`src/rtl/core/tgq_pkg.sv`:
```
package tgq_pkg;

    localparam int S_TDATA_W = 40;
    localparam int M_TDATA_W = 16;
    localparam int CFG_IDX_W = 3;
    localparam int CFG_DATA_W = 16;

    localparam logic [2:0] MODE_WHILE_DOWN = 3'd0;
    localparam logic [2:0] MODE_ON_TOUCH   = 3'd1;
    localparam logic [2:0] MODE_ON_RELEASE = 3'd2;
    localparam logic [2:0] MODE_LONG_PRESS = 3'd3;
    localparam logic [2:0] MODE_MULTITAP   = 3'd4;

    localparam logic [CFG_IDX_W-1:0] REG_GESTURE_MODE = 3'd0;
    localparam logic [CFG_IDX_W-1:0] REG_DEBOUNCE     = 3'd1;
    localparam logic [CFG_IDX_W-1:0] REG_HOLD         = 3'd2;
    localparam logic [CFG_IDX_W-1:0] REG_TAP_WINDOW   = 3'd3;
    localparam logic [CFG_IDX_W-1:0] REG_TAP_MSG_CNT  = 3'd4;

    localparam logic [7:0] TAP_COUNT_MAX = 8'd255;

    typedef struct packed {
        logic [2:0]  gesture_mode;
        logic [15:0] debounce_ms;
        logic [15:0] hold_ms;
        logic [15:0] tap_window_ms;
        logic [7:0]  tap_message_count;
    } cfg_t;

    typedef struct packed {
        logic        action;
        logic        touch_level;
        logic [31:0] now_ms;
    } item_t;

    typedef struct packed {
        logic       poll_true;
        logic       message_fired;
        logic [7:0] tap_index;
    } result_t;

endpackage

```
`src/rtl/core/tgq_cfg_regs.sv`:
```
module tgq_cfg_regs (
    input  logic                             aclk,
    input  logic                             aresetn,
    input  logic                             cfg_valid,
    output logic                             cfg_ready,
    input  logic [tgq_pkg::CFG_IDX_W-1:0]    cfg_index,
    input  logic [tgq_pkg::CFG_DATA_W-1:0]   cfg_data,
    output tgq_pkg::cfg_t                    cfg
);
    import tgq_pkg::*;

    cfg_t cfg_reg;
    cfg_t cfg_next;

    assign cfg_ready = 1'b1;
    assign cfg = cfg_reg;

    always_comb begin
        cfg_next = cfg_reg;
        if (cfg_valid) begin
            case (cfg_index)
                REG_GESTURE_MODE: cfg_next.gesture_mode      = cfg_data[2:0];
                REG_DEBOUNCE:     cfg_next.debounce_ms       = cfg_data[15:0];
                REG_HOLD:         cfg_next.hold_ms           = cfg_data[15:0];
                REG_TAP_WINDOW:   cfg_next.tap_window_ms     = cfg_data[15:0];
                REG_TAP_MSG_CNT:  cfg_next.tap_message_count = cfg_data[7:0];
                default:          cfg_next = cfg_reg;
            endcase
        end
    end

    always_ff @(posedge aclk) begin
        if (!aresetn) begin
            cfg_reg.gesture_mode      <= MODE_ON_TOUCH;
            cfg_reg.debounce_ms       <= 16'd50;
            cfg_reg.hold_ms           <= 16'd1000;
            cfg_reg.tap_window_ms     <= 16'd300;
            cfg_reg.tap_message_count <= 8'd0;
        end else begin
            cfg_reg <= cfg_next;
        end
    end

endmodule

```
`src/rtl/core/tgq_core.sv`:
```
module tgq_core (
    input  logic              aclk,
    input  logic              aresetn,
    input  logic              step,
    input  tgq_pkg::item_t    item,
    input  tgq_pkg::cfg_t     cfg,
    output tgq_pkg::result_t  result
);
    import tgq_pkg::*;

    logic        allowed_reg, allowed_next;
    logic        last_reg, last_next;
    logic [31:0] event_reg, event_next;
    logic        held_reg, held_next;
    logic [7:0]  tap_reg, tap_next;

    logic        allowed_g;
    logic        last_g;
    logic [31:0] elapsed;
    logic        held_v;
    logic        want;
    logic [7:0]  tap_m1;

    always_comb begin
        if (allowed_reg) begin
            allowed_g = 1'b1;
            last_g    = last_reg;
        end else begin
            allowed_g = !item.touch_level && !last_reg;
            last_g    = item.touch_level;
        end
        elapsed = item.now_ms - event_reg;
        want    = (cfg.gesture_mode == MODE_ON_TOUCH);
        tap_m1  = tap_reg - 8'd1;
        held_v  = held_reg;

        allowed_next = allowed_reg;
        last_next    = last_reg;
        event_next   = event_reg;
        held_next    = held_reg;
        tap_next     = tap_reg;
        result       = '0;

        if (item.action) begin
            allowed_next = 1'b0;
        end else begin
            case (cfg.gesture_mode)
                MODE_WHILE_DOWN: begin
                    allowed_next = allowed_g;
                    last_next    = last_g;
                    if (allowed_g) begin
                        last_next        = item.touch_level;
                        result.poll_true = item.touch_level;
                    end
                end
                MODE_ON_TOUCH, MODE_ON_RELEASE: begin
                    allowed_next = allowed_g;
                    last_next    = last_g;
                    if (!allowed_g) begin
                        event_next = item.now_ms;
                    end else if (last_g != item.touch_level &&
                                 elapsed > {16'd0, cfg.debounce_ms}) begin
                        if (item.touch_level == want) begin
                            result.poll_true     = 1'b1;
                            result.message_fired = 1'b1;
                            event_next           = item.now_ms;
                        end
                        last_next = item.touch_level;
                    end
                end
                MODE_LONG_PRESS: begin
                    allowed_next = allowed_g;
                    last_next    = last_g;
                    if (!allowed_g) begin
                        held_next = 1'b0;
                    end else if (last_g != item.touch_level) begin
                        held_next = item.touch_level;
                        last_next = item.touch_level;
                        if (item.touch_level) begin
                            event_next = item.now_ms;
                        end
                    end else if (held_v && elapsed > {16'd0, cfg.hold_ms}) begin
                        held_next            = 1'b0;
                        result.poll_true     = 1'b1;
                        result.message_fired = 1'b1;
                    end
                end
                MODE_MULTITAP: begin
                    if (!allowed_reg) begin
                        last_next    = 1'b0;
                        event_next   = item.now_ms;
                        tap_next     = 8'd0;
                        allowed_next = 1'b1;
                    end else if (tap_reg != 8'd0 &&
                                 elapsed > {16'd0, cfg.tap_window_ms}) begin
                        if (tap_m1 < cfg.tap_message_count) begin
                            result.poll_true     = 1'b1;
                            result.message_fired = 1'b1;
                            result.tap_index     = tap_m1;
                        end
                        allowed_next = 1'b0;
                    end else if (item.touch_level != last_reg) begin
                        last_next        = item.touch_level;
                        result.poll_true = 1'b1;
                        if (!item.touch_level) begin
                            event_next = item.now_ms;
                            if (tap_reg != TAP_COUNT_MAX) begin
                                tap_next = tap_reg + 8'd1;
                            end
                        end
                    end
                end
                default: begin
                    result = '0;
                end
            endcase
        end
    end

    always_ff @(posedge aclk) begin
        if (!aresetn) begin
            allowed_reg <= 1'b1;
            last_reg    <= 1'b0;
            event_reg   <= 32'd0;
            held_reg    <= 1'b0;
            tap_reg     <= 8'd0;
        end else if (step) begin
            allowed_reg <= allowed_next;
            last_reg    <= last_next;
            event_reg   <= event_next;
            held_reg    <= held_next;
            tap_reg     <= tap_next;
        end
    end

endmodule

```
`src/rtl/core/touch_gesture_qualifier.sv`:
```
// Touch gesture qualifier.
// Input channel s_*: one word per pad poll or re-arm request. s_tuser is the
// action flag (1 re-arm, 0 poll); s_tdata carries the pad level and the
// millisecond timestamp. Every accepted word yields exactly one result word
// on m_*: poll return value, message-fired flag and multitap index.
// Configuration channel cfg_*: register index and data, always ready; write
// it only while no word is in flight.
// A word accepted on s_* is held in the input register, then its result in
// the result register, which drives m_*.
// One word per cycle while m_tready is high; the gesture state update is a
// single pass of compares and one 32-bit subtract between the two registers.
// Reset (aresetn low, synchronous) empties both registers, restores the
// register defaults and re-opens the input gate.
// When m_tready is low the result word holds; the input register still takes
// one more word, after which s_tready drops until the result is taken.
module touch_gesture_qualifier (
    input  logic                             aclk,
    input  logic                             aresetn,
    input  logic                             s_tvalid,
    output logic                             s_tready,
    input  logic                             s_tuser,   // [0] action
    input  logic [tgq_pkg::S_TDATA_W-1:0]    s_tdata,   // [0] touch_level, [32:1] now_ms
    output logic                             m_tvalid,
    input  logic                             m_tready,
    output logic [tgq_pkg::M_TDATA_W-1:0]    m_tdata,   // [0] poll_true, [1] message_fired,
                                                        // [9:2] tap_index
    input  logic                             cfg_valid,
    output logic                             cfg_ready,
    input  logic [tgq_pkg::CFG_IDX_W-1:0]    cfg_index,
    input  logic [tgq_pkg::CFG_DATA_W-1:0]   cfg_data
);
    import tgq_pkg::*;

    logic    in_vld_reg;
    item_t   in_item_reg;
    logic    out_vld_reg;
    result_t out_res_reg;
    logic    advance;
    cfg_t    cfg;
    result_t res;

    assign advance  = in_vld_reg && (!out_vld_reg || m_tready);
    assign s_tready = !in_vld_reg || advance;

    tgq_cfg_regs u_cfg (
        .aclk      (aclk),
        .aresetn   (aresetn),
        .cfg_valid (cfg_valid),
        .cfg_ready (cfg_ready),
        .cfg_index (cfg_index),
        .cfg_data  (cfg_data),
        .cfg       (cfg)
    );

    tgq_core u_core (
        .aclk    (aclk),
        .aresetn (aresetn),
        .step    (advance),
        .item    (in_item_reg),
        .cfg     (cfg),
        .result  (res)
    );

    always_ff @(posedge aclk) begin
        if (!aresetn) begin
            in_vld_reg <= 1'b0;
        end else if (s_tready) begin
            in_vld_reg <= s_tvalid;
        end
    end

    always_ff @(posedge aclk) begin
        if (s_tready && s_tvalid) begin
            in_item_reg.action      <= s_tuser;
            in_item_reg.touch_level <= s_tdata[0];
            in_item_reg.now_ms      <= s_tdata[32:1];
        end
    end

    always_ff @(posedge aclk) begin
        if (!aresetn) begin
            out_vld_reg <= 1'b0;
        end else if (advance) begin
            out_vld_reg <= 1'b1;
        end else if (m_tready) begin
            out_vld_reg <= 1'b0;
        end
    end

    always_ff @(posedge aclk) begin
        if (advance) begin
            out_res_reg <= res;
        end
    end

    assign m_tvalid = out_vld_reg;
    assign m_tdata  = {6'd0, out_res_reg.tap_index, out_res_reg.message_fired,
                       out_res_reg.poll_true};

endmodule

```
`config.mk`:
```
export PLATFORM = sky130hd
export DESIGN_NAME = touch_gesture_qualifier
export DESIGN_NICKNAME = d
export VERILOG_FILES = /design/src/rtl/core/tgq_pkg.sv /design/src/rtl/core/tgq_cfg_regs.sv /design/src/rtl/core/tgq_core.sv /design/src/rtl/core/touch_gesture_qualifier.sv
export SDC_FILE = /design/constraint.sdc
export NUM_CORES = 1
export LEC_CHECK = 0
export BUFFER_PORTS_ARGS = -buffer_cell sky130_fd_sc_hd__buf_2
export CAP_MARGIN = 10
export CORE_AREA = 5 5 147 205
export CTS_CLUSTER_SIZE = 24
export DETAILED_ROUTE_END_ITERATION = 16
export DIE_AREA = 0 0 152 210
export SYNTH_ARGS = -nofsm -noshare
export SYNTH_HDL_FRONTEND = slang
export SYNTH_HIERARCHICAL = 1
export SYNTH_SLANG_ARGS = --single-unit
```
`constraint.sdc`:
```
create_clock -name aclk -period 4.7 [get_ports aclk]
set_input_delay 0 -clock aclk [delete_from_list [all_inputs] [get_ports aclk]]
set_output_delay 0 -clock aclk [all_outputs]
set_load 0.03 [all_outputs]
```
* Yosys cells after proc, flatten, opt, wreduce, memory -nomap -nowiden
Cells that the tools add are included.
** Storage, ports and cells
- Register bits after elaboration :: 148
- Input bits :: 65
- Output and inout port bits :: 19
- Word-level logic and storage cells :: 137
** Operators by class
- Add/subtract/negate cells :: 3
- Magnitude comparators :: 4
- Equality and inequality tests :: 25
- Multiplexer cells :: 50
- Bitwise gates (word level) :: 5
- Reductions and logical operators :: 32
** Operators by type and width (count)
- 32-bit 2-to-1 mux :: 10
- 32-bit by 16-bit > comparator with 1-bit output :: 3
- 32-bit case mux with 3 select lines :: 1
- 8-bit 2-to-1 mux :: 5
- 32-bit subtractor :: 1
- 1-bit 2-to-1 mux :: 21
- 10-bit 2-to-1 mux :: 2
- 3-bit inequality test, second input constant :: 6
- 3-bit by 2-bit equality test with 1-bit output, second input constant :: 4
- 2-bit 2-to-1 mux :: 6
- 2-bit AND reduction :: 6
- 11-bit AND reduction :: 1
- 2-bit inequality test, second input constant :: 5
- 9-bit 2-to-1 mux :: 1
- 8-bit by 1-bit adder with 8-bit output, second input constant :: 1
- 8-bit less-than comparator :: 1
- 8-bit inequality test, second input constant :: 1
- 1-bit case mux with 4 select lines :: 2
- 8-bit nonzero test :: 1
- 8-bit by 1-bit subtractor with 8-bit output, second input constant :: 1
- 7-bit AND reduction :: 1
- 3-bit by 1-bit equality test with 1-bit output, second input constant :: 2
- 3-bit equality test, second input constant :: 2
- 1-bit logical AND :: 6
- 17 further kinds :: 29

* Depth between registers and ports, before layout
Gate-level depths: netlist (run 1).
- Depth in word-level cells :: 7
- Gate-level depth with buffers :: 21
- Depth with buffers taken out :: 20

* Cells and area by module
The synthesis (run 1) kept the hierarchy.
** By module, submodules not included
- tgq_core :: instances 1, cells an instance 804, area each 5891.9 um^2, seq. area each 860.8 um^2
- tgq_cfg_regs :: instances 1, cells an instance 226, area each 2326.0 um^2, seq. area each 1181.1 um^2
- touch_gesture_qualifier :: instances 1, cells an instance 60, area each 1473.9 um^2, seq. area each 1361.3 um^2

* Worst setup path before layout (run 1)
Ideal clock, no wire load.
- Kind :: reg-to-reg
- From :: register in_item_reg[3] (netlist name)
- To :: register u_core.event_reg[0]
- Library setup time :: 0.120 ns
- Arrival :: 3.911 ns
- Data required time :: 4.580 ns
- Slack :: 0.670 ns
- Cell stages (with the launch flop) :: 20
- Buffers on the path :: 1
- Clock period less this slack :: 4.030 ns
- Path through :: edfxtp_1 ha_1 a21o_1 a21oi_1 a21oi_1 or2_2 xor2_1 ha_1 a21o_1 a21o_1 a21oi_1 nor2_1 a211oi_1 nand2b_1 o211ai_1 nand4_1 a2111oi_4 nor3_4 buf_6 mux2i_1
** Between the ends
- Word-level cells in the longest chain between the ends :: 5
- Elaborated cells on any way between the ends :: 8
- Those cells by class :: add/sub (1); order compare (2); eq/ne (2); reduce/logical (3)
** RTL lines
- start, declared :: RTL line touch_gesture_qualifier.sv:35 : item_t in_item_reg;
- 32-bit subtractor * :: RTL line tgq_core.sv:32 : elapsed = item.now_ms - event_reg;
- 32-bit by 16-bit > comparator with 1-bit output (on tied branches) :: RTL line tgq_core.sv:62, tgq_core.sv:95
- 1-bit logical AND (on tied branches) :: RTL line tgq_core.sv:61, tgq_core.sv:94
- 3-bit inequality test (no line)
- 11-bit AND reduction (no line) *
- end signal, assigned :: RTL line tgq_core.sv:130 : event_reg <= event_next;
- end, declared :: RTL line tgq_core.sv:13 : logic [31:0] event_reg, event_next;
Mark *: on every way between the ends. The rest lies on a longest branch, timed or not.
A chain may end at the register's enable or synchronous reset.

* Final worst setup path (run 1)
- From :: register in_item_reg[6] (netlist name)
- To :: register u_core.tap_reg[5]
** Between the ends
- Word-level cells in the longest chain between the ends :: 5
** RTL lines
- 32-bit subtractor :: RTL line tgq_core.sv:32
- 32-bit by 16-bit > comparator with 1-bit output :: RTL line tgq_core.sv:95 : elapsed > {16'd0, cfg.tap_window_ms}) begin
- 1-bit logical AND :: RTL line tgq_core.sv:94 : end else if (tap_reg != 8'd0 &&
- 2-bit inequality test (no line)
- 7-bit AND reduction (no line)
- end signal, assigned :: RTL line tgq_core.sv:132 : tap_reg <= tap_next;
- end, declared :: RTL line tgq_core.sv:15 : logic [7:0] tap_reg, tap_next;
Every way passes these cells.

==> out/metrics.yaml, run 1 <==
yosys:
  ys.flop_type: "dfxtp_1"
  synth-edff-count: 44
  avgSynthCellArea_um2: 8.89
  synthMostInstantiatedCell: "nand2_1"
  synth_top_area_frac: 0.215
  synth_common_cells: "nand2_1 (168), dfxtp_1 (104), inv_1 (104)"
  yosysTopAreaCell: "dfxtp_1"
  netlist_area_um2: 9690
  syn_inst: 1090
  yosys.cell_types.count: 74
  synth_area_leaders: "dfxtp_1 (21%), edfxtp_1 (14%), ha_1 (12%)"
  postSynth.asyncResetShare: 0
  synth-seq-cells: 148
  yosysWarningCount: 6
  synth-seq-area-share: 0.351
worst_setup_path:
  path_buf_inv: 2
  r2r_end: "u_core/tap_reg[5]$_SDFFE_PN0P_"
  path_class: "register to register"
  worst_path_most_repeated_cell: "a21oi_1"
  critPathCaptureType: "register"
  r2r-start: "in_item_reg[6]$_DFFE_PP_"
  crit_slowest_cell: "edfxtp_1"
  cp-start-kind: "register"
  reg2reg_depth: 20
  cp_max_fo: 7
  required_ns: 5.06
  crit_chain: "ha_2 > a21oi_2 > o21ai_2 > o31ai_2 > and3_4 > o21bai_1 > a21oi_1 > xnor2_1 > buf_4 > ha_1 > nand4_1 > nor2_2 > a21oi_1 > o211ai_1 > a21oi_1 > o2111a_2 > o21ai_1 > buf_4 > a2111o_1 > o21ai_1"
  cp.arrival_ns: 4.86
  r2r_slack_ns: 0.20
  crit_family: "compound AO/OA/AOI/OAI gates"
  slowest_delay_ns: 0.45
clock_tree:
  clk_latency_ns: 0.43
  cts_made_buffers: 17
  tritoncts: "yes"
  cts.sinks: 148
  path_clk_slew_ns: 0.06
  cts.path.max_buffers: 2
  cts-root-buf: "clkbuf_16"
  h-tree-depth: 4
place:
  place_congestion: 0.913
  place_hpwl_mm: 17.9
  dpl.cell_count: 1522
  port_buffers: 69
die:
  top_level_ports: 84
  dieHeight_um: 210
  die_area_um2: 31900
  start_util: 0.345
  fp.coreArea_um2: 28100
  rows: 73
  die_w_um: 152
final_layout:
  final_cells: 1614
  n_fill_cell: 2864
  drive_gt1_frac: 0.147
  diodes: 0
  fin_util: 0.419
  final_nets: 1384
  largest_reg_flops: 59
  synthToLayoutAreaGrowth_pct: 21.7
grt:
  grt_start_max_net_pins: 106
  grt_usage: 0.149
  grt_pass1_wl_mm: 39.0
  grt_pass1_vias: 8021
  grt.overflow.total: 0
  antenna_found_initial: 0
sta:
  final.period_utilization: 0.958
  fin_crit_ns: 4.50
  setup_violations: 0
  finalHoldViolCount: 0
  finClkSkew_ns: 0.0149
  worst_pin_slew_ns: 1.13
  rsz0062_at_grt: "yes"
  report.final.slew_viol_count: 0
  tns_ns: 0
  slew_headroom: 0.247
  max_freq_mhz: 222
worst_hold_path:
  hold_end: "u_cfg/cfg[9]$_SDFFE_PN0P_"
  whs_path_depth: 4
  hold_class: "input pin to register"
  hp-start: "cfg_valid"
pwr:
  ir_drop_mv: 0.266
  power_leakage_nw: 4.73
  power_density_nw_per_um2: 289
detailed_routing:
  vias: 8041
  via_per_inst: 4.98
  first_iter_violations: 377
  ant_nets: 0
  drc: 0
  wl_per_cell_um: 14.8
  dr.pass1.iters: 4
  drt-total-wl_mm: 23.9
outcome:
  status: "complete, no violations"
run:
  drv_cap: 0
==> worst max path at each step <==
stage	startpoint	end	slack (ns)	depth (start not counted)
after global placement	in_item_reg[6]$_DFFE_PP_	u_core/event_reg[11]$_SDFFE_PN0P_	0.13	19
after CTS	in_item_reg[6]$_DFFE_PP_	u_core/event_reg[11]$_SDFFE_PN0P_	0.05	18
after floorplan	in_item_reg[3]$_DFFE_PP_	u_core/event_reg[0]$_SDFFE_PN0P_	0.67	19
final	in_item_reg[6]$_DFFE_PP_	u_core/tap_reg[5]$_SDFFE_PN0P_	0.20	20
after detailed placement	in_item_reg[6]$_DFFE_PP_	u_core/event_reg[11]$_SDFFE_PN0P_	0.05	19
after global routing	in_item_reg[6]$_DFFE_PP_	m_tdata[1]$_DFFE_PP_	-0.02	21
==> final cells by class <==
| cell class | instances | area [um2] | area share |
|---|---|---|---|
| sequential | 148 | 3400 | 0.288 |
| tap | 375 | 469 | 0.0398 |
| inverter | 104 | 390 | 0.0331 |
| clock buffer | 22 | 485 | 0.0411 |
| timing repair buffer | 166 | 1240 | 0.105 |
| clock inverter | 9 | 73.8 | 0.00626 |
| multi-input combinational | 790 | 5740 | 0.486 |
==> logic make-up after synthesis <==
kind of cell | share of synthesized area
other | 0.000775
multiplexers | 0.102
flip-flops | 0.351
XOR/XNOR | 0.0253
AO/OA/AOI/OAI | 0.148
buffers and inverters | 0.0713
AND/OR/NAND/NOR | 0.182
adder cells (fa/ha/maj) | 0.120
==> metal layers <==
| metal | wire length (um) | GRT usage | up-vias |
|---|---|---|---|
| li1 | - | - | 4096 |
| met1 | 10400 | 0.171 | 3782 |
| met2 | 12300 | 0.275 | 126 |
| met3 | 636 | 0.0279 | 37 |
| met4 | 587 | 0.0530 | 0 |
| met5 | 0 | 0 | - |
==> per-stage QoR <==
stage               area [um2]  total power [mW]  setup slack [ns]  hold WS (ns)
floorplan                 9710              1.86             0.670        0.0989
global placement         10500              2.05             0.128         0.177
detailed placement       10500              2.06            0.0550         0.178
CTS                      11600              3.44            0.0515         0.195
global route             11800              3.60           -0.0159         0.224
finish                   11800              3.41             0.198         0.228
==> what timing repair did <==
action | in CTS | in global routing
setup buffers | 0 | 6
setup endpoints to repair | 1 | 50
pin swaps | 1 | 19
hold buffers | 55 | 0
endpoints found under the hold margin | 95 | 0
gates resized for setup | 0 | 27
==> placed cells by master (no fill, tap or decap), types with 7 or more instances in the layout <==
master and instances:
o21ai_0 38, xor2_1 8, a31oi_1 7, dlygate4sd3_1 55, nand3_1 20, a21oi_1 54, o21a_1 12, nor3_1 13
dfxtp_1 104, nand4_1 21, buf_2 68, o21ai_1 7, buf_4 41, nor2_1 32, nand2b_1 9, ha_1 86
o211ai_1 10, xnor2_1 17, nand2_1 168, inv_1 104, a21o_1 20, mux2i_1 98, conb_1 7, clkbuf_16 18
edfxtp_1 44, nor2b_1 36
==> report_power, final <==
| group | internal [mW] | switching [mW] | total (mW) |
|---|---|---|---|
| combinational | 0.315 | 0.394 | 0.708 |
| sequential | 1.36 | 0.0267 | 1.38 |
| clock | 0.781 | 0.541 | 1.32 |
| total | 2.45 | 0.961 | 3.41 |
==> worst register-to-register path, cell delays in order (launching register included) <==
cell and delay [ns]:
edfxtp_1 0.45, ha_2 0.36, a21oi_2 0.18, o21ai_2 0.12
o31ai_2 0.31, and3_4 0.24, o21bai_1 0.08, a21oi_1 0.17
xnor2_1 0.21, buf_4 0.18, ha_1 0.23, nand4_1 0.14
nor2_2 0.07, a21oi_1 0.18, o211ai_1 0.17, a21oi_1 0.23
o2111a_2 0.27, o21ai_1 0.16, buf_4 0.23, a2111o_1 0.40
o21ai_1 0.07
No activity file was read; power rests on OpenSTA's default activity.
==> run 2, diff against run 1 <==
==> constraint.sdc (replaced) <==
create_clock -name aclk -period 4.29 [get_ports aclk]
set_input_delay 0 -clock aclk [delete_from_list [all_inputs] [get_ports aclk]]
set_output_delay 0 -clock aclk [all_outputs]
set_load 0.03 [all_outputs]
==> run 2 against run 1 <==
Effect of this change:
- the flow now finishes with violations (setup timing)
- hold slack lost 0.098 ns
- fmax grew 3.7%
- global-route usage increased by 1.2 points
- clock power rose by 11%
- via count increased by 2.8%
- combinational power is 23% higher
- cell area increased by 5.3%
- critical path depth unchanged
- sequential cell count unchanged
- power is 13% higher
- clock-buffer cell count shrank 5
- die area unchanged
- critical path type unchanged
- largest power group unchanged
- highest routed layer unchanged
==> out/metrics.yaml, run 2 (synthesis gave the netlist of run 1 again) <==
worst_hold_path:
  hold_class: "input pin to register"
  whs_path_depth: 2
detailed_routing:
  via_per_inst: 4.97
  dr.pass1.iters: 5
  drt-total-wl_mm: 25.5
  wl_per_cell_um: 15.3
  vias: 8267
  ant_nets: 0
  first_iter_violations: 372
  drc: 0
worst_setup_path:
  critPathCaptureType: "register"
  required_ns: 4.66
  reg2reg_depth: 20
  slowest_delay_ns: 0.44
  path_buf_inv: 5
  cp_max_fo: 6
  crit_chain: "ha_4 > buf_6 > o211ai_1 > a21oi_4 > or2_4 > buf_6 > a211o_4 > xor2_2 > buf_4 > ha_4 > nor2b_1 > o21ai_0 > o211ai_1 > a21oi_1 > o2111a_2 > nor2_4 > nor3_4 > buf_6 > buf_16 > mux2i_1"
  crit_slowest_cell: "edfxtp_1"
  cp-start-kind: "register"
  crit_family: "compound AO/OA/AOI/OAI gates"
  path_class: "register to register"
  cp.depth: 20
  worst_path_most_repeated_cell: "buf_6"
  cp.arrival_ns: 4.71
place:
  place_hpwl_mm: 18.8
  pre_cts_slack_ns: -0.338
  place_congestion: 0.930
  dpl.cell_count: 1555
  place_area_um2: 10800
  port_buffers: 69
clock_tree:
  cts_made_buffers: 17
  h-tree-depth: 4
  cts.path.max_buffers: 2
  path_clk_slew_ns: 0.07
  cts-root-buf: "clkbuf_16"
  cts.sinks: 148
  clk_latency_ns: 0.44
  tritoncts: "yes"
sta:
  setup_violations: 21
  finalHoldViolCount: 0
  report.final.slew_viol_count: 0
  final.period_utilization: 1.01
  worst_pin_slew_ns: 1.18
  tns_ns: -0.513
  worst_slack_ns: -0.0500
  slew_headroom: 0.215
  rsz0062_at_grt: "yes"
  fin_crit_ns: 4.34
  finClkSkew_ns: 0.0107
  max_freq_mhz: 230
final_layout:
  n_fill_cell: 2821
  fin_util: 0.441
  largest_reg_flops: 59
  final_cell_area_um2: 12400
  final_nets: 1433
  drive_gt1_frac: 0.200
  final_common_cell: "nand2_1"
  final_cells: 1664
  mostFrequentLayoutCells: "nand2_1 (167), inv_1 (104), dfxtp_1 (104)"
  diodes: 0
  synthToLayoutAreaGrowth_pct: 28.1
grt:
  grt_pass1_vias: 8506
  grt_usage: 0.161
  grt_start_max_net_pins: 77
  grt.overflow.total: 0
  grt_pass1_wl_mm: 42.1
  antenna_found_initial: 0
run:
  drv_cap: 0
die:
  dieHeight_um: 210
  die_w_um: 152
  fp.coreArea_um2: 28100
  die_area_um2: 31900
  top_level_ports: 84
  start_util: 0.345
  rows: 73
pwr:
  power_leakage_nw: 5.03
  power_density_nw_per_um2: 311
  ir_drop_mv: 0.298
outcome:
  status: "finished, violations left"
  violations: "setup timing"
==> run 2: cell types whose count changed in the layout (fill, tap and decap cells not counted), sizes merged <==
| cell | delta |
|---|---|
| buf | +48 |
| clkinvlp | +1 |
| inv | +2 |
| clkbuf | -5 |
| clkinv | +3 |
| dlygate4sd3 | +1 |
==> run 2: repair_timing <==
item                                    CTS  global route
pin swaps                                32            40
gates cloned                              3             0
setup buffers                            17             7
endpoints found under the hold margin    95             0
resized for setup                        42            30
hold buffers                             56             0
endpoints found under the setup margin   50            51
==> run 2: per-stage QoR <==
step / total power [mW] / hold slack (ns)
2_1_floorplan: 2.04 / 0.0989
3_3_place_gp: 2.29 / 0.177
3_5_place_dp: 2.30 / 0.178
4_1_cts: 3.88 / 0.104
5_1_grt: 4.05 / 0.169
6_report: 3.86 / 0.130
==> run 2: power by group <==
part           leakage (nW)  switching (mW)  internal (mW)
sequential             1.27          0.0294           1.49
combinational          3.48           0.462          0.406
clock                 0.279           0.662          0.811
total                  5.03            1.15           2.70
==> run 2: final cells by class <==
class | count | area, um2 | share of cell area
flip-flops and latches | 148 | 3400 | 0.274
clock buffers | 17 | 425 | 0.0343
multi-input cells | 790 | 5930 | 0.477
repair buffers | 215 | 1650 | 0.133
well taps | 375 | 469 | 0.0378
clock inverters | 15 | 148 | 0.0119
inverters | 104 | 390 | 0.0314
==> run 2: path summary, 6_finish.rpt <==
| path | slack [ns] | startpoint | end |
|---|---|---|---|
| setup reg to reg | -0.05 | in_item_reg[3]$_DFFE_PP_ | u_core/event_reg[21]$_SDFFE_PN0P_ |
| hold / removal | 0.13 | aresetn | u_core/allowed_reg$_SDFFE_PN1P_ |
| setup / recovery | -0.05 | in_item_reg[3]$_DFFE_PP_ | u_core/event_reg[21]$_SDFFE_PN0P_ |
| hold reg to reg | 0.46 | u_cfg/cfg[37]$_SDFFE_PN0P_ | u_cfg/cfg[37]$_SDFFE_PN0P_ |
==> run 2: per-layer routing <==
layer / track usage / up-vias / part of all wire
li1: - / 4191 / -
met1: 0.186 / 3868 / 0.43
met2: 0.285 / 151 / 0.51
met3: 0.0263 / 57 / 0.026
met4: 0.0834 / 0 / 0.041
met5: 0 / - / 0
==> run 3, diff against run 2 <==
--- a/config.mk
+++ b/config.mk
@@ -5,7 +5,7 @@
 export SDC_FILE = /design/constraint.sdc
 export NUM_CORES = 1
 export LEC_CHECK = 0
-export BUFFER_PORTS_ARGS = -buffer_cell sky130_fd_sc_hd__buf_2
+export BUFFER_PORTS_ARGS = -buffer_cell sky130_fd_sc_hd__clkbuf_2
 export CAP_MARGIN = 10
 export CORE_AREA = 5 5 147 205
 export CTS_CLUSTER_SIZE = 24
==> run 3 against run 2 <==
Effect of this change:
- the run now ends clean
- hold slack better by 0.028 ns
- non-clock buffer count down 9
- register-to-register slack improved by 0.09 ns
- fmax is 2.1% higher
- clock-buffer cell count is 1 higher
- critical path depth fell by 3
- cell count shrank 0.54%
- largest power group unchanged
==> out/metrics.yaml, run 3 (synthesis gave the netlist of run 1 again) <==
sta:
  setup_violations: 0
  slew_headroom: 0.221
  final.period_utilization: 0.991
  report.final.slew_viol_count: 0
  rsz0062_at_grt: "yes"
  max_freq_mhz: 235
  timing.hold.ws_ns: 0.158
  finalHoldViolCount: 0
  fin_crit_ns: 4.25
  worst_pin_slew_ns: 1.17
  finClkSkew_ns: 0.0127
die:
  die_w_um: 152
  top_level_ports: 84
  rows: 73
  start_util: 0.345
  fp.coreArea_um2: 28100
  die_area_um2: 31900
  dieHeight_um: 210
pwr:
  power_leakage_nw: 5.01
  fin_total_pwr_mw: 3.86
  power_density_nw_per_um2: 313
  ir_drop_mv: 0.255
worst_setup_path:
  cp_max_fo: 7
  r2r_end: "u_core/event_reg[2]$_SDFFE_PN0P_"
  critPathCaptureType: "register"
  reg2reg_depth: 17
  required_ns: 4.61
  r2r_slack_ns: 0.04
  cp.arrival_ns: 4.57
  cp-start-kind: "register"
  crit_slowest_cell: "or4_1"
  crit_chain: "ha_4 > buf_4 > nor2_1 > a21oi_4 > or2_4 > a211o_4 > xor2_4 > ha_4 > nand4_1 > or4_1 > o211ai_1 > nand4_1 > a2111oi_4 > nor3_4 > buf_6 > clkbuf_16 > mux2i_1"
  r2r-start: "in_item_reg[2]$_DFFE_PP_"
  slowest_delay_ns: 0.53
  path_class: "register to register"
worst_hold_path:
  hp-start: "aresetn"
  hold_class: "input pin to register"
  whs_path_depth: 2
  hold_end: "u_core/allowed_reg$_SDFFE_PN1P_"
clock_tree:
  cts_made_buffers: 17
  path_clk_slew_ns: 0.07
  cts-root-buf: "clkbuf_16"
  cts.sinks: 148
  cts.path.max_buffers: 2
  tritoncts: "yes"
  h-tree-depth: 4
  clk_latency_ns: 0.44
place:
  place_congestion: 0.960
  place_hpwl_mm: 18.3
  port_buffers: 69
detailed_routing:
  ant_nets: 0
  drt-total-wl_mm: 24.7
  vias: 8241
  dr.pass1.iters: 5
  wl_per_cell_um: 14.9
  first_iter_violations: 531
  via_per_inst: 4.98
  drc: 0
run:
  drv_cap: 0
final_layout:
  synthToLayoutAreaGrowth_pct: 27.4
  diodes: 0
  final_nets: 1424
  drive_gt1_frac: 0.188
  final_common_cell: "nand2_1"
  largest_reg_flops: 59
  mostFrequentLayoutCells: "nand2_1 (168), inv_1 (104), dfxtp_1 (104)"
grt:
  antenna_found_initial: 0
  grt_pass1_vias: 8227
  grt_pass1_wl_mm: 40.4
  grt_start_max_net_pins: 86
  grt_usage: 0.153
  grt.overflow.total: 0
outcome:
  status: "complete, no violations"
## run 3: metal layers
metal,vias to the layer above,share of wire,global-route usage
li1,4179,-,-
met1,3847,0.43,0.176
met2,174,0.51,0.282
met3,41,0.030,0.0251
met4,0,0.027,0.0586
met5,-,0,0
## run 3: worst max-delay path, delay by kind of cell (launching register included)
family	cells	cell delay (ns)
compound gates	4	0.97
xor+xnor	1	0.18
fa+ha+maj	2	0.49
buf+inv	3	0.43
flops	1	0.49
mux	1	0.11
simple gates	6	1.44
## run 3: repair_timing
| action | 4_1_cts | 5_1_grt |
|---|---|---|
| setup buffers | 4 | 9 |
| resized for setup | 20 | 36 |
| setup endpoints to repair | 42 | 50 |
| pin swaps | 15 | 24 |
| gates cloned | 0 | 2 |
| endpoints found under the hold margin | 95 | 0 |
| hold buffers | 56 | 0 |
## run 3: where the power goes
| part | total (mW) | internal [mW] | switching, mW |
|---|---|---|---|
| sequential | 1.52 | 1.49 | 0.0304 |
| combinational | 0.840 | 0.390 | 0.451 |
| clock | 1.51 | 0.850 | 0.656 |
| total | 3.86 | 2.73 | 1.14 |
## run 3: worst max-delay path by stage
stage / cells past startpoint / start / slack, ns / to
after global routing: 19 / in_item_reg[12]$_DFFE_PP_ / -0.14 / u_core/event_reg[26]$_SDFFE_PN0P_
after CTS: 19 / in_item_reg[0]$_DFFE_PP_ / 0.0004 / u_core/event_reg[4]$_SDFFE_PN0P_
after detailed placement: 20 / in_item_reg[1]$_DFFE_PP_ / -0.12 / u_core/event_reg[4]$_SDFFE_PN0P_
after floorplan: 19 / in_item_reg[3]$_DFFE_PP_ / 0.26 / u_core/event_reg[0]$_SDFFE_PN0P_
final: 17 / in_item_reg[2]$_DFFE_PP_ / 0.04 / u_core/event_reg[2]$_SDFFE_PN0P_
after global placement: 20 / in_item_reg[1]$_DFFE_PP_ / -0.03 / u_core/tap_reg[7]$_SDFFE_PN0P_
## run 3: final cells by class
cell class | instances | area, um2
Fill cell | 2799 | 15800
Sequential cell | 148 | 3400
Inverter | 104 | 390
Clock buffer | 18 | 450
Tap cell | 375 | 469
Clock inverter | 14 | 138
Multi-Input combinational cell | 790 | 5920
Timing Repair Buffer | 206 | 1570
## run 3: metrics by stage
| step | util | instance area (um2) | setup slack [ns] | cells | setup TNS, ns |
|---|---|---|---|---|---|
| CTS | 0.428 | 12000 | 0.000408 | 1644 | 0 |
| finish | 0.439 | 12300 | 0.0381 | 1655 | 0 |
| global route | 0.439 | 12300 | -0.141 | 1655 | -2.48 |
| floorplan | - | 9710 | 0.260 | 1095 | 0 |
| detailed placement | 0.382 | 10800 | -0.120 | 1552 | -3.27 |
| global placement | 0.382 | 10800 | -0.0330 | 1552 | -0.281 |
